## src/sv/suk_pkg.sv

```systemverilog
// ----------------------------------------------------------------------------
// suk_pkg
// Shared types and constants of the sorted unique key set.
// ----------------------------------------------------------------------------
`default_nettype none

package suk_pkg;

	localparam int TABLE_DEPTH = 1024;
	localparam int KEY_W       = 64;
	localparam int POS_W       = 11;
	localparam int PROBES_W    = 4;
	localparam int ENTRIES_W   = 11;
	localparam int STATUS_W    = 2;

	localparam logic CMD_PRELOAD = 1'b0;
	localparam logic CMD_INSERT  = 1'b1;

	localparam logic [STATUS_W-1:0] STATUS_INSERTED    = 2'd0;
	localparam logic [STATUS_W-1:0] STATUS_DUPLICATE   = 2'd1;
	localparam logic [STATUS_W-1:0] STATUS_PRELOAD_DUP = 2'd2;
	localparam logic [STATUS_W-1:0] STATUS_FULL        = 2'd3;

	typedef struct packed {
		logic                    cmd;
		logic signed [KEY_W-1:0] key;
	} item_t;

	typedef struct packed {
		logic [STATUS_W-1:0]  status;
		logic [POS_W-1:0]     position;
		logic [PROBES_W-1:0]  probes;
		logic [ENTRIES_W-1:0] entries;
	} result_t;

	typedef struct packed {
		logic cmp;
		logic ins;
	} cell_ctl_t;

endpackage

`default_nettype wire

```

## src/sv/suk_cell.sv

```systemverilog
// ----------------------------------------------------------------------------
// suk_cell
// One slot of the sorted key row: compares against the broadcast key and
// shifts up from its lower neighbour on insert.
// ----------------------------------------------------------------------------
`default_nettype none

module suk_cell #(
	parameter int IDX = 0,
	parameter int CW  = 11
) (
	input  wire                             clk,
	input  wire                             arst_n,
	input  wire suk_pkg::cell_ctl_t         ctl,
	input  wire [CW-1:0]                    cnt,
	input  wire logic signed [suk_pkg::KEY_W-1:0] key,
	input  wire logic signed [suk_pkg::KEY_W-1:0] prev_key,
	input  wire                             prev_lt,
	output logic signed [suk_pkg::KEY_W-1:0] stored_key,
	output logic                            lt,
	output logic                            eq,
	output logic                            first
);

	logic signed [suk_pkg::KEY_W-1:0] key_q;
	logic                             lt_q;
	logic                             eq_q;
	logic                             occ;

	assign occ        = cnt > CW'(IDX);
	assign first      = !lt_q && prev_lt;
	assign stored_key = key_q;
	assign lt         = lt_q;
	assign eq         = eq_q;

	always_ff @(posedge clk or negedge arst_n) begin
		if (!arst_n) begin
			lt_q <= 1'b0;
			eq_q <= 1'b0;
		end else if (ctl.cmp) begin
			lt_q <= occ && (key_q < key);
			eq_q <= occ && (key_q == key);
		end
	end

	always_ff @(posedge clk) begin
		if (ctl.ins) begin
			if (first) begin
				key_q <= key;
			end else if (!lt_q) begin
				key_q <= prev_key;
			end
		end
	end

endmodule

`default_nettype wire

```

## config.mk

```make
export PLATFORM = sky130hd
export DESIGN_NAME = suk_cell
export DESIGN_NICKNAME = d
export VERILOG_FILES = /design/src/sv/suk_pkg.sv /design/src/sv/suk_cell.sv
export SDC_FILE = /design/constraint.sdc
export NUM_CORES = 1
export LEC_CHECK = 0
export BUFFER_PORTS_ARGS = -buffer_cell sky130_fd_sc_hd__buf_2
export CAP_MARGIN = 20
export CORE_MARGIN = 2
export CORE_UTILIZATION = 49
export CTS_BUF_LIST = sky130_fd_sc_hd__clkbuf_8
export CTS_CLUSTER_DIAMETER = 40
export CTS_CLUSTER_SIZE = 14
export DETAILED_ROUTE_END_ITERATION = 10
export GPL_TIMING_DRIVEN = 0
export PLACE_DENSITY = 0.84
export SYNTH_ARGS = -nofsm -noshare
export SYNTH_HDL_FRONTEND = slang
export SYNTH_SLANG_ARGS = --single-unit
export TNS_END_PERCENT = 20
```

## constraint.sdc

```tcl
create_clock -name clk -period 4.1 [get_ports clk]
set_input_delay 0.615 -clock clk [delete_from_list [all_inputs] [get_ports clk]]
set_output_delay 0.615 -clock clk [all_outputs]
set_load 0.05 [all_outputs]
```

==> run metrics <==
Die X=99.4 um; critical path launch point type=flop; Placed Instances=700; Reg2Reg Capture Point=lt; TritonCTS Buffers=9; sw frac=0.388; Post-synth EDFFs=64; worst r2r path cells=7; clock group share of total power=0.227; Setup-failing EPs final=0; TritonCTS clock tree=done; CORE AREA=8760 um2; RSZ-0062 raised after global routing=no; first-pass GRT wire length=18200 um; Yosys reg bits=66; crit-path max FO=10; clk sinks=66; # diodes=0; CTS root buf=clkbuf_8; Die ar.=9870 um2; setup_tns=0 ns; yosys warns=0; hpwl dp=9390 um; crit end category=output port; status=complete, no violations; CTS max path bufs=2; Mapped Cells=381; fin util=0.668; clock skew=0.0172 ns; sequential power share=0.385; vias in the first global route=3946; Vias=3758; H-Tree Depth=3; worst rel slew slack=0.344; Seq/Total Area, Yosys=0.442; Routed Antenna Nets=0; I/O pins=211; Power Dens Cells=410 nW/um2; initial antenna violation count=0; flop-to-flop setup slack=1.84 ns; first-pass iteration count of the detailed router=5; post-route insts no fill=716; syn avg cell area=11.7 um2; Layout Nets=811; Avg WL per Cell=15.9 um; final worst path period need=2.67 ns; max-slew violation count=0; worst r2r src=stored_key[63]; # Max-Cap Violations=0; WHS=0.0347 ns; largest net degree at the start of global routing=34; Die Span Y=99.4 um; Internal=1.47 mW; Top FF cell, synth=edfxtp_1; Hold Fails Final Rpt=0; Post-CTS Repair Setup Buffers=0; Cell Area, Synth=4460 um2; Logic pwr share=0.388; GRT Resource Usage Total=0.235; Area Growth Syn to Fin=31.4%; Tcrit/Tclk final=0.652; share of cells above drive strength 1=0.493; initial core utilization=0.509; cts hold-fix bufs=0; Crit Path Class=reg2out; Initial DRC Count=93; P_sw=0.932 mW; num rows=34; critical path arrival=2.06 ns; grt ovf=0; Leakage=2.87 nW; FFs w/ async S/R, synth=0.0303; GP Congestion=0.866; Synth cell types=35; Worst Path Required=3.48 ns; Max Fclk=0.374 GHz; routed vias/inst=5.25; Peak supply drop=0.000232 V; Post-Syn Nets=589; Hold Path Class=in2async; final WL=11400 um; Worst-path clk slew=0.09 ns; Buffers on Ports=210; clock latency on the worst-skew pair=0.35 ns; PostCTS Resize Cnt=0; Worst-Margin Slew=0.982 ns; drc violations=0
==> final cells by class <==
type                            instances  area, um2
Clock buffer                            9        124
Clock inverter                          7       61.3
Buffer                                  7       32.5
Fill cell                             699       2910
Inverter                               65        244
Multi-Input combinational cell        243       2220
Tap cell                              108        135
Sequential cell                        66       1970
Timing Repair Buffer                  211       1070
==> sequential cells by signal (all words and copies together), names as in the netlist <==
name	cells
stored_key	64
eq	1
lt	1
==> placed cells by master, fill, tap and decap left out, drive strengths merged <==
cell and instances:
a2111o 1, a211o 1, a21oi 29, a221oi 3, a2bb2oi 2, a31oi 1, and4 1, buf 217
bufinv 1, clkbuf 10, clkinv 3, clkinvlp 2, dfrtp 2, edfxtp 64, ha 64, inv 66
mux2 64, nand2 20, nand2b 2, nand3 5, nand4 14, nor2 5, nor2b 4, nor3 3
nor3b 1, nor4 5, o211ai 2, o21a 4, o21ai 8, o311a 1, o32ai 1, o41ai 1
or4 1
==> power by group through the flow <==
stage / logic, mW / clock network [mW] / registers (mW)
2_1_floorplan: 0.370 / 0 / 1.24
5_1_grt: 1.01 / 0.584 / 0.934
4_1_cts: 0.943 / 0.557 / 0.924
3_5_place_dp: 0.937 / 0 / 0.939
3_3_place_gp: 0.901 / 0 / 0.944
6_report: 0.932 / 0.545 / 0.923
==> synth_stat cells (2+ instances only) <==
library cell,count,share of area
nand2_1,20,0.017
nor4_1,3,0.0042
a2bb2oi_1,2,0.0039
mux2_2,64,0.16
o21ai_0,8,0.0090
edfxtp_1,64,0.43
nor3_1,3,0.0034
a21oi_1,29,0.033
dfrtp_1,2,0.011
nand3_1,5,0.0056
o21a_1,4,0.0067
a221oi_1,3,0.0059
nand4_1,13,0.018
inv_1,65,0.055
ha_1,64,0.18
nor2_1,5,0.0042
nand2b_1,2,0.0028
buf_2,5,0.0056
nor2b_1,4,0.0056
==> cells by family after synthesis <==
group	after synthesis	synth area share
muxes	64	0.162
and+or+nand+nor	61	0.0778
adders and majority gates	64	0.180
DFF	66	0.442
AOI/OAI and AO/OA	54	0.0764
buffers and inverters	72	0.0620
==> metal layers <==
layer | share of wire | vias to the layer above | track usage | routed length, um
met5 | 0 | - | 0 | 0
met1 | 0.39 | 1752 | 0.268 | 4490
met4 | 0.0068 | 0 | 0.0580 | 78
met2 | 0.52 | 155 | 0.432 | 5920
li1 | - | 1844 | - | -
met3 | 0.081 | 7 | 0.0675 | 918
==> per-stage QoR <==
step | power [mW] | area, um2 | setup slack [ns]
5_1_grt | 2.53 | 5860 | 1.22
3_3_place_gp | 1.85 | 5640 | -1.33
3_5_place_dp | 1.88 | 5670 | 1.47
6_report | 2.40 | 5860 | 1.43
4_1_cts | 2.42 | 5860 | 1.35
2_1_floorplan | 1.61 | 4460 | 0.135
==> critical path, cell delays in order, from the launching register on <==
cell and delay (ns):
dfrtp_1 0.44, nor2b_1 0.16, clkbuf_1 0.44, buf_2 0.35, buf_2 0.31
==> worst max-delay path by stage <==
stage,start,end,slack (ns)
CTS,lt,first,1.35
detailed placement,key[63],lt,1.47
finish,lt,first,1.43
floorplan,lt,stored_key[0],0.13
global placement,ctl[0],stored_key[26],-1.33
global route,lt,first,1.22
Note: power is estimated with default switching activity, not from simulation.
