$ cat src/sv/suk_probe.sv
// ----------------------------------------------------------------------------
// suk_probe
// Replays the exact-match binary search from the known position, one probe
// per cycle, and counts the probes.
// ----------------------------------------------------------------------------
`default_nettype none

module suk_probe #(
	parameter int CW  = 11,
	parameter int PCW = 11
) (
	input  wire            clk,
	input  wire            arst_n,
	input  wire            start,
	input  wire            found,
	input  wire [CW-1:0]   pos,
	input  wire [CW-1:0]   cnt,
	output logic           busy,
	output logic [PCW-1:0] probes
);

	logic           busy_q;
	logic           found_q;
	logic [CW-1:0]  pos_q;
	logic [CW-1:0]  lo_q;
	logic [CW-1:0]  hi_q;
	logic [PCW-1:0] cnt_q;
	logic [CW-1:0]  mid;

	assign mid    = lo_q + ((hi_q - lo_q) >> 1);
	assign busy   = busy_q;
	assign probes = cnt_q;

	always_ff @(posedge clk or negedge arst_n) begin
		if (!arst_n) begin
			busy_q <= 1'b0;
		end else if (start) begin
			busy_q <= 1'b1;
		end else if (busy_q) begin
			if (lo_q >= hi_q || (found_q && mid == pos_q)) begin
				busy_q <= 1'b0;
			end
		end
	end

	always_ff @(posedge clk) begin
		if (start) begin
			found_q <= found;
			pos_q   <= pos;
			lo_q    <= '0;
			hi_q    <= cnt;
			cnt_q   <= '0;
		end else if (busy_q && lo_q < hi_q) begin
			cnt_q <= cnt_q + PCW'(1);
			if (mid < pos_q) begin
				lo_q <= mid + CW'(1);
			end else begin
				hi_q <= mid;
			end
		end
	end

endmodule

`default_nettype wire

$ cat config.mk
export PLATFORM = sky130hd
export DESIGN_NAME = suk_probe
export DESIGN_NICKNAME = d
export VERILOG_FILES = /design/src/sv/suk_probe.sv
export SDC_FILE = /design/constraint.sdc
export NUM_CORES = 1
export LEC_CHECK = 0
export BUFFER_PORTS_ARGS = -buffer_cell sky130_fd_sc_hd__buf_2
export CORE_MARGIN = 4
export CORE_UTILIZATION = 59
export CTS_BUF_LIST = sky130_fd_sc_hd__clkbuf_16
export DETAILED_ROUTE_END_ITERATION = 16
export PLACE_DENSITY = 0.81
export SLEW_MARGIN = 20
export SYNTH_ARGS = -nofsm -noshare
export SYNTH_HDL_FRONTEND = slang
export SYNTH_SLANG_ARGS = --single-unit
$ cat constraint.sdc
create_clock -name clk -period 5.7 [get_ports clk]
set_input_delay 0.855 -clock clk [delete_from_list [all_inputs] [get_ports clk]]
set_output_delay 0.855 -clock clk [all_outputs]
set_load 0.005 [all_outputs]
==> flow_summary.yaml, run 1 <==
outcome:
  status: "finished, final reports clean"
logic_synthesis:
  synth.distinct_cells: 57
  synth_seq_cells: 46
  synth_enable_flop_cells: 23
  synth_fp_nets: 415
  syn_area_per_cell_sq_um: 9.26
  synth_simple_gate_area_share_pct: 15.7
  async_reset_ff_share_pct: 2.17
  yosysWarnings: 0
  synth-compound-area-share_pct: 20.4
  synth.area.mux_share_pct: 2.07
  synth_area_leader_cell: "edfxtp_1"
  synth-main-ff-cell: "edfxtp_1"
  synth_top_family_by_area: "compound AO/OA/AOI/OAI gates"
  synthAdderAreaFrac_pct: 14.7
  synthTopCellsByArea: "edfxtp_1 21%, dfxtp_1 14%, ha_1 13%, a21oi_1 4.6%, xnor2_1 4.6%"
  synth_cells: 352
  synth.yosys.seq_area_share_pct: 35.5
  yosys.area.top_type_share_pct: 21.2
  synth_xor_xnor_area_share_pct: 6.72
  synthesis.area_sq_mm: 0.00326
final_layout:
  final_cell_mix: "37 x buf_2, 36 x inv_1, 35 x ha_1"
  drive_above_1_share_pct: 17.4
  final_area_sq_mm: 0.00371
  mostFrequentLayoutCell: "buf_2"
  nets: 453
  final_cells: 461
  areaGrowthSynthToFinish_pct: 13.8
  antennaDiodeCount: 0
sta:
  max_freq_mhz: 192
  tightest_slew_ns: 0.682
  fin_skew_ns: 0.00730
  slew-limit-headroom_pct: 54.4
  layout_min_cycle_time_ns: 5.21
  finalHoldViolCount: 0
  slew_violations: 0
  period_share_pct: 91.3
  setup_viol: 0
  fin_tns_setup_ns: 0
  rsz0062_at_grt: "no"
  worst_slack_ns: 0.495
clock_network:
  post-cts-setup-buffers: 0
  root_buffer: "clkbuf_16"
  clock_latency_ns: 0.29
  cts_resized: 0
  cts_tree: "built"
  clkTransAtPathRegs_ns: 0.06
  htree_levels: 2
  cts.sinks: 46
  clockBufferDepth: 2
  cts_hold_buf: 0
  cts_buffers: 5
placement:
  preCtsSetupSlack_ns: 0.416
  postPlaceCellArea_sq_mm: 0.00352
  dp_hpwl_microns: 5450
  portBuffers: 37
  dp.cells: 453
  routabilityCongestion: 0.913
die:
  coreArea_sq_mm: 0.00524
  die_x_microns: 82.3
  start_util_pct: 62.3
  dieHeight_microns: 82.3
  dieArea_sq_mm: 0.00678
  num_rows: 26
  ios: 38
global_route:
  grt_overflow: 0
  antenna_found_initial: 0
  grt_usage_pct: 23.1
  grt_pass1_vias: 2622
  grt_pass1_wl_microns: 12000
  grt_start_max_net_pins: 34
hold_path:
  holdCritPathClass: "primary input to asynchronous set/reset pin"
drt:
  dr_total_vias: 2702
  post_drt_wl_per_cell_microns: 15.5
  dr.pass1.iters: 5
  antenna_left: 0
  drc: 0
  vias_per_cell: 5.86
  wl_microns: 7140
  drt_iter0_drc: 278
worst_setup_path:
  critPathRequiredTime_ns: 5.66
  worstPathArrival_ns: 5.17
  path_class: "flop to flop"
  crit_path_end_kind: "flop"
  cp-start-kind: "flop"
  crit_fanout: 11
job:
  maxCapViolations: 0
area by class of cell:
type	count	area (sq um)
inverters	36	135
clock inverters	3	63.8
flip-flops and latches	46	1160
clock buffers	5	125
repair buffers	39	200
fillers	390	1530
well taps	70	87.6
multi-input cells	262	1940
flip-flops by register name (all words and copies together) (netlist names):
signal	flops
found_q	1
probes	11
lo_q	11
busy	1
hi_q	11
pos_q	11
metrics by stage:
step | utilization, % | hold slack, ns
after floorplan | - | 0.481
after detailed placement | 67.2 | 0.503
final | 70.8 | 0.345
after CTS | 70.8 | 0.340
after global placement | 67.2 | 0.482
after global routing | 70.8 | 0.334
worst max-delay path: stages, from the launching register on:
cell	delay [ns]
dfxtp_1	0.36
inv_1	0.06
ha_1	0.34
nor2b_1	0.14
o21ai_0	0.17
a21boi_0	0.13
o21ai_0	0.22
a21oi_1	0.12
or2_2	0.33
xor2_1	0.17
ha_1	0.23
or2_0	0.24
or3_1	0.34
o21ai_0	0.23
xor2_1	0.31
inv_1	0.12
ha_1	0.32
a211oi_1	0.08
nand2_1	0.06
a31oi_1	0.05
o31ai_1	0.46
a21o_2	0.39
worst paths after layout:
kind,from,endpoint,slack [ns],cells after the start
worst max-delay path,lo_q[2],hi_q[2],0.49,21
min in group clk,probes[1],probes[1],0.52,2
max in group asynchronous,arst_n,busy,5.26,1
worst min-delay path,arst_n,busy,0.35,1
worst min register to register,probes[1],probes[1],0.52,2
worst max register to register,lo_q[2],hi_q[2],0.49,21
cell families (layout without fill, tap and decap cells):
| group | count (synthesis) | after routing |
|---|---|---|
| and+or+nand+nor | 100 | 100 |
| AOI/OAI and AO/OA | 94 | 94 |
| DFF | 46 | 46 |
| buffers and inverters | 44 | 83 |
| adders and majority gates | 37 | 37 |
| xor gates and xnor gates | 25 | 25 |
| muxes | 6 | 6 |
routing by layer:
metal	vias to the layer above	track usage (%)	share of wire, %	routed length [microns]
li1	1352	-	-	-
met1	1250	31.3	45	3210
met2	94	39.7	48	3450
met3	6	2.93	5.8	416
met4	0	4.49	0.87	62
met5	-	0	0	0
synthesized netlist by cell type, types with 3 or more instances:
cell type	instances
a21o_1	7
nand3_1	8
o21a_1	3
nand4_1	4
nor4_1	4
edfxtp_1	23
dfxtp_1	22
inv_1	36
or3_1	6
a211oi_1	9
xnor2_1	17
xor2_1	8
ha_1	35
mux2_2	6
a21oi_1	30
and3_1	5
nor2_1	22
o21ai_0	15
o31a_1	3
nand2_1	29
nor2b_1	4
nand2b_1	3
clkbuf_1	8
Power of run 1 is not shown: default switching activity piles up to over one toggle a cycle in this logic, so the estimate is an artifact.
==> run 2: changes to the inputs <==
--- a/config.mk
+++ b/config.mk
@@ -7,10 +7,10 @@
 export LEC_CHECK = 0
 export BUFFER_PORTS_ARGS = -buffer_cell sky130_fd_sc_hd__buf_2
 export CORE_MARGIN = 4
-export CORE_UTILIZATION = 59
+export CORE_UTILIZATION = 57
 export CTS_BUF_LIST = sky130_fd_sc_hd__clkbuf_16
 export DETAILED_ROUTE_END_ITERATION = 16
-export PLACE_DENSITY = 0.81
+export PLACE_DENSITY = 0.78
 export SLEW_MARGIN = 20
 export SYNTH_ARGS = -nofsm -noshare
 export SYNTH_HDL_FRONTEND = slang
==> flow_summary.yaml, run 2 (same netlist as run 1, synthesis figures left out) <==
outcome:
  status: "finished, final reports clean"
drt:
  wl_microns: 6950
  dr_total_vias: 2704
  dr.pass1.iters: 4
  antenna_left: 0
  post_drt_wl_per_cell_microns: 15.0
  drc: 0
  drt_iter0_drc: 216
  vias_per_cell: 5.84
clock_network:
  cts_hold_buf: 0
  cts_resized: 0
  clock_latency_ns: 0.29
  root_buffer: "clkbuf_16"
  clkTransAtPathRegs_ns: 0.06
  cts.sinks: 46
  cts_tree: "built"
  clockBufferDepth: 2
  cts_buffers: 5
  post-cts-setup-buffers: 0
  htree_levels: 2
final_layout:
  antennaDiodeCount: 0
  final_cell_mix: "37 x inv_1, 37 x buf_2, 35 x ha_1"
  nets: 453
  fill_cells: 460
  areaGrowthSynthToFinish_pct: 13.0
  drive_above_1_share_pct: 17.1
global_route:
  antenna_found_initial: 0
  grt_pass1_vias: 2645
  grt_overflow: 0
  grt_start_max_net_pins: 31
  grt_pass1_wl_microns: 12100
  grt_usage_pct: 20.8
die:
  dieArea_sq_mm: 0.00699
  die_x_microns: 83.6
  dieHeight_microns: 83.6
  start_util_pct: 58.9
  ios: 38
  num_rows: 27
  coreArea_sq_mm: 0.00554
placement:
  dp_hpwl_microns: 5330
  portBuffers: 37
  routabilityCongestion: 0.833
worst_setup_path:
  critical_path.max_stage_delay_ns: 0.48
  crit_path_end_kind: "flop"
  path_class: "flop to flop"
  critPathRequiredTime_ns: 5.67
  cp-start-kind: "flop"
  path_cells: "inv_1 -> ha_1 -> nor2b_1 -> o21ai_0 -> a21boi_0 -> o21ai_0 -> a21oi_1 -> or2_2 -> xor2_1 -> ha_1 -> or2_0 -> or3_1 -> o21ai_0 -> xor2_1 -> inv_1 -> ha_1 -> a211oi_1 -> nand2_1 -> a31oi_1 -> o31ai_1 -> a21o_2"
  crit_slowest_cell: "o31ai_1"
  crit_fanout: 11
  worstPathArrival_ns: 5.17
sta:
  max_freq_mhz: 192
  period_share_pct: 91.2
  finalHoldViolCount: 0
  fin_tns_setup_ns: 0
  rsz0062_at_grt: "no"
  slew_violations: 0
  layout_min_cycle_time_ns: 5.20
  fin_skew_ns: 0.00538
  slew-limit-headroom_pct: 54.4
  tightest_slew_ns: 0.681
  setup_viol: 0
hold_path:
  holdCritPathClass: "primary input to asynchronous set/reset pin"
job:
  maxCapViolations: 0
==> run 2: changes by cell type in the layout (fill, tap and decap cells not counted) <==
| cell | change |
|---|---|
| inv_1 | +1 |
| bufinv_16 | -1 |
==> run 2: path summary, 6_finish.rpt <==
path	start	to	slack, ns	cells past startpoint
max in group asynchronous	arst_n	busy	5.27	1
hold / removal	arst_n	busy	0.34	1
setup reg to reg	lo_q[2]	hi_q[2]	0.50	21
setup / recovery	lo_q[2]	hi_q[2]	0.50	21
hold reg to reg	probes[1]	probes[1]	0.49	2
min in group clk	probes[1]	probes[1]	0.49	2
==> run 2: layer usage <==
metal,GRT usage (%),vias to the layer above,routed length (microns)
met3,3.75,11,306
met5,0,-,0
met2,34.2,67,3240
li1,-,1357,-
met1,27.7,1269,3300
met4,6.58,0,110
==> run 2: area by class of cell <==
| cell class | instances | area (sq um) | share of cell area (%) |
|---|---|---|---|
| Tap cell | 72 | 90.1 | 2.44 |
| Clock inverter | 3 | 37.5 | 1.02 |
| Clock buffer | 5 | 125 | 3.39 |
| Sequential cell | 46 | 1160 | 31.4 |
| Inverter | 36 | 135 | 3.67 |
| Multi-Input combinational cell | 262 | 1940 | 52.7 |
| Timing Repair Buffer | 39 | 200 | 5.43 |
==> run 2: metrics by stage <==
| stage | hold WS [ns] | util, % | cell area (sq um) | std cells | worst slack (ns) |
|---|---|---|---|---|---|
| floorplan | 0.481 | - | 3260 | 352 | 0.966 |
| global placement | 0.482 | 63.6 | 3520 | 455 | 0.511 |
| detailed placement | 0.487 | 63.6 | 3520 | 455 | 0.412 |
| CTS | 0.335 | 66.5 | 3680 | 463 | 0.362 |
| global route | 0.325 | 66.5 | 3690 | 463 | 0.00767 |
| finish | 0.337 | 66.5 | 3690 | 463 | 0.502 |
==> run 2: critical path, delay by kind of cell (launching register included) <==
kind / cells / cell delay (ns)
buffers and inverters: 2 / 0.19
and+or+nand+nor: 5 / 1.10
AOI/OAI and AO/OA: 9 / 1.86
adders and majority gates: 3 / 0.90
xor gates and xnor gates: 2 / 0.47
DFF: 1 / 0.36
Power of run 2 is left out for the same reason.
==> run 3: changes to the inputs <==
--- a/config.mk
+++ b/config.mk
@@ -8,9 +8,10 @@
 export BUFFER_PORTS_ARGS = -buffer_cell sky130_fd_sc_hd__buf_2
 export CORE_MARGIN = 4
 export CORE_UTILIZATION = 57
-export CTS_BUF_LIST = sky130_fd_sc_hd__clkbuf_16
+export CTS_BUF_LIST = sky130_fd_sc_hd__clkbuf_4
 export DETAILED_ROUTE_END_ITERATION = 16
 export PLACE_DENSITY = 0.78
+export SETUP_SLACK_MARGIN = 0.02
 export SLEW_MARGIN = 20
 export SYNTH_ARGS = -nofsm -noshare
 export SYNTH_HDL_FRONTEND = slang
==> flow_summary.yaml, run 3 (same netlist as run 1, synthesis figures left out) <==
sta:
  period_share_pct: 90.4
  slew-limit-headroom_pct: 54.7
  slew_violations: 0
  fin_tns_setup_ns: 0
  rsz0062_at_grt: "no"
  setup_viol: 0
  finalHoldViolCount: 0
  fin_skew_ns: 0.0112
  tightest_slew_ns: 0.677
  max_freq_mhz: 194
  layout_min_cycle_time_ns: 5.16
clock_network:
  clock_latency_ns: 0.36
  post-cts-setup-buffers: 0
  htree_levels: 2
  clockBufferDepth: 2
  cts_hold_buf: 0
  clkTransAtPathRegs_ns: 0.13
  cts_buffers: 5
  cts_resized: 0
  cts.sinks: 46
  cts_tree: "built"
  root_buffer: "clkbuf_4"
drt:
  vias_per_cell: 5.73
  dr_total_vias: 2652
  wl_microns: 6870
  drt_iter0_drc: 197
  post_drt_wl_per_cell_microns: 14.8
  antenna_left: 0
  dr.pass1.iters: 4
  drc: 0
global_route:
  grt_overflow: 0
  grt_usage_pct: 20.6
  grt_pass1_vias: 2629
  antenna_found_initial: 0
  grt_pass1_wl_microns: 11900
  grt_start_max_net_pins: 31
placement:
  routabilityCongestion: 0.833
  portBuffers: 37
  dp_hpwl_microns: 5330
final_layout:
  nets: 453
  areaGrowthSynthToFinish_pct: 10.6
  mostFrequentLayoutCell: "buf_2"
  antennaDiodeCount: 0
  fill_cells: 469
  final_cell_mix: "37 x buf_2, 36 x inv_1, 35 x ha_1"
  drive_above_1_share_pct: 17.6
job:
  maxCapViolations: 0
worst_setup_path:
  path_class: "flop to flop"
  crit_slowest_cell: "dfxtp_1"
  crit_family: "compound AO/OA/AOI/OAI gates"
  crit_buf_inv: 2
  path_cells: "inv_1 -> ha_1 -> nor2b_1 -> o21ai_0 -> a21boi_0 -> o21ai_0 -> a21oi_1 -> or2_2 -> xor2_1 -> ha_1 -> or2_0 -> or3_1 -> o21ai_0 -> xor2_1 -> inv_1 -> ha_1 -> a211oi_1 -> nand2_1 -> a31oi_1 -> o31ai_2 -> nor2_2 -> a211oi_1"
  worstPathArrival_ns: 5.40
  cp-start-kind: "flop"
  critPathRequiredTime_ns: 5.94
  crit_fanout: 9
  critical_path.max_stage_delay_ns: 0.39
  crit_path_end_kind: "flop"
die:
  start_util_pct: 58.9
  dieHeight_microns: 83.6
  ios: 38
  coreArea_sq_mm: 0.00554
  dieArea_sq_mm: 0.00699
  die_x_microns: 83.6
  num_rows: 27
hold_path:
  holdCritPathClass: "primary input to asynchronous set/reset pin"
outcome:
  status: "finished, final reports clean"
run 3: changes by cell type in the layout (fill, tap and decap cells not counted), sizes merged:
cell | before | now
inv | 37 | 36
clkbuf | 5 | 6
run 3: worst paths after layout:
check	from	endpoint	slack, ns	cells after the start
min in group clk	probes[1]	probes[1]	0.51	2
worst min-delay path	arst_n	busy	0.24	1
worst max-delay path	lo_q[2]	lo_q[3]	0.54	22
worst min register to register	probes[1]	probes[1]	0.51	2
max in group asynchronous	arst_n	busy	5.37	1
worst max register to register	lo_q[2]	lo_q[3]	0.54	22
run 3: routing by layer:
metal | global-route usage, % | up-vias | routed length [microns]
met2 | 34.1 | 61 | 3210
met5 | 0 | - | 0
met4 | 7.89 | 0 | 132
met3 | 3.26 | 9 | 348
met1 | 27.1 | 1226 | 3180
li1 | - | 1356 | -
run 3: per-stage QoR:
stage	hold WS (ns)	util [%]	std cells	setup slack, ns	cell area (sq um)
after floorplan	0.481	-	352	0.966	3260
after global placement	0.482	63.6	455	0.511	3520
after detailed placement	0.487	63.6	455	0.412	3520
after CTS	0.219	65.0	463	0.350	3600
after global routing	0.200	65.1	463	0.0343	3610
final	0.244	65.1	463	0.544	3610
run 3: final cells by class:
| type | count | area [sq um] | share of cell area [%] |
|---|---|---|---|
| Multi-Input combinational cell | 262 | 1950 | 54.0 |
| Sequential cell | 46 | 1160 | 32.0 |
| Timing Repair Buffer | 39 | 200 | 5.55 |
| Inverter | 36 | 135 | 3.75 |
| Tap cell | 72 | 90.1 | 2.50 |
| Clock buffer | 6 | 45.0 | 1.25 |
| Clock inverter | 2 | 33.8 | 0.937 |
run 3: worst register-to-register path: stages, from the launching register on:
cell and delay, ns:
dfxtp_1 0.39, inv_1 0.06, ha_1 0.34, nor2b_1 0.14, o21ai_0 0.18, a21boi_0 0.14
o21ai_0 0.22, a21oi_1 0.12, or2_2 0.32, xor2_1 0.17, ha_1 0.23, or2_0 0.23
or3_1 0.35, o21ai_0 0.20, xor2_1 0.30, inv_1 0.13, ha_1 0.32, a211oi_1 0.24
nand2_1 0.07, a31oi_1 0.22, o31ai_2 0.14, nor2_2 0.36, a211oi_1 0.14
Power of run 3 is left out for the same reason.
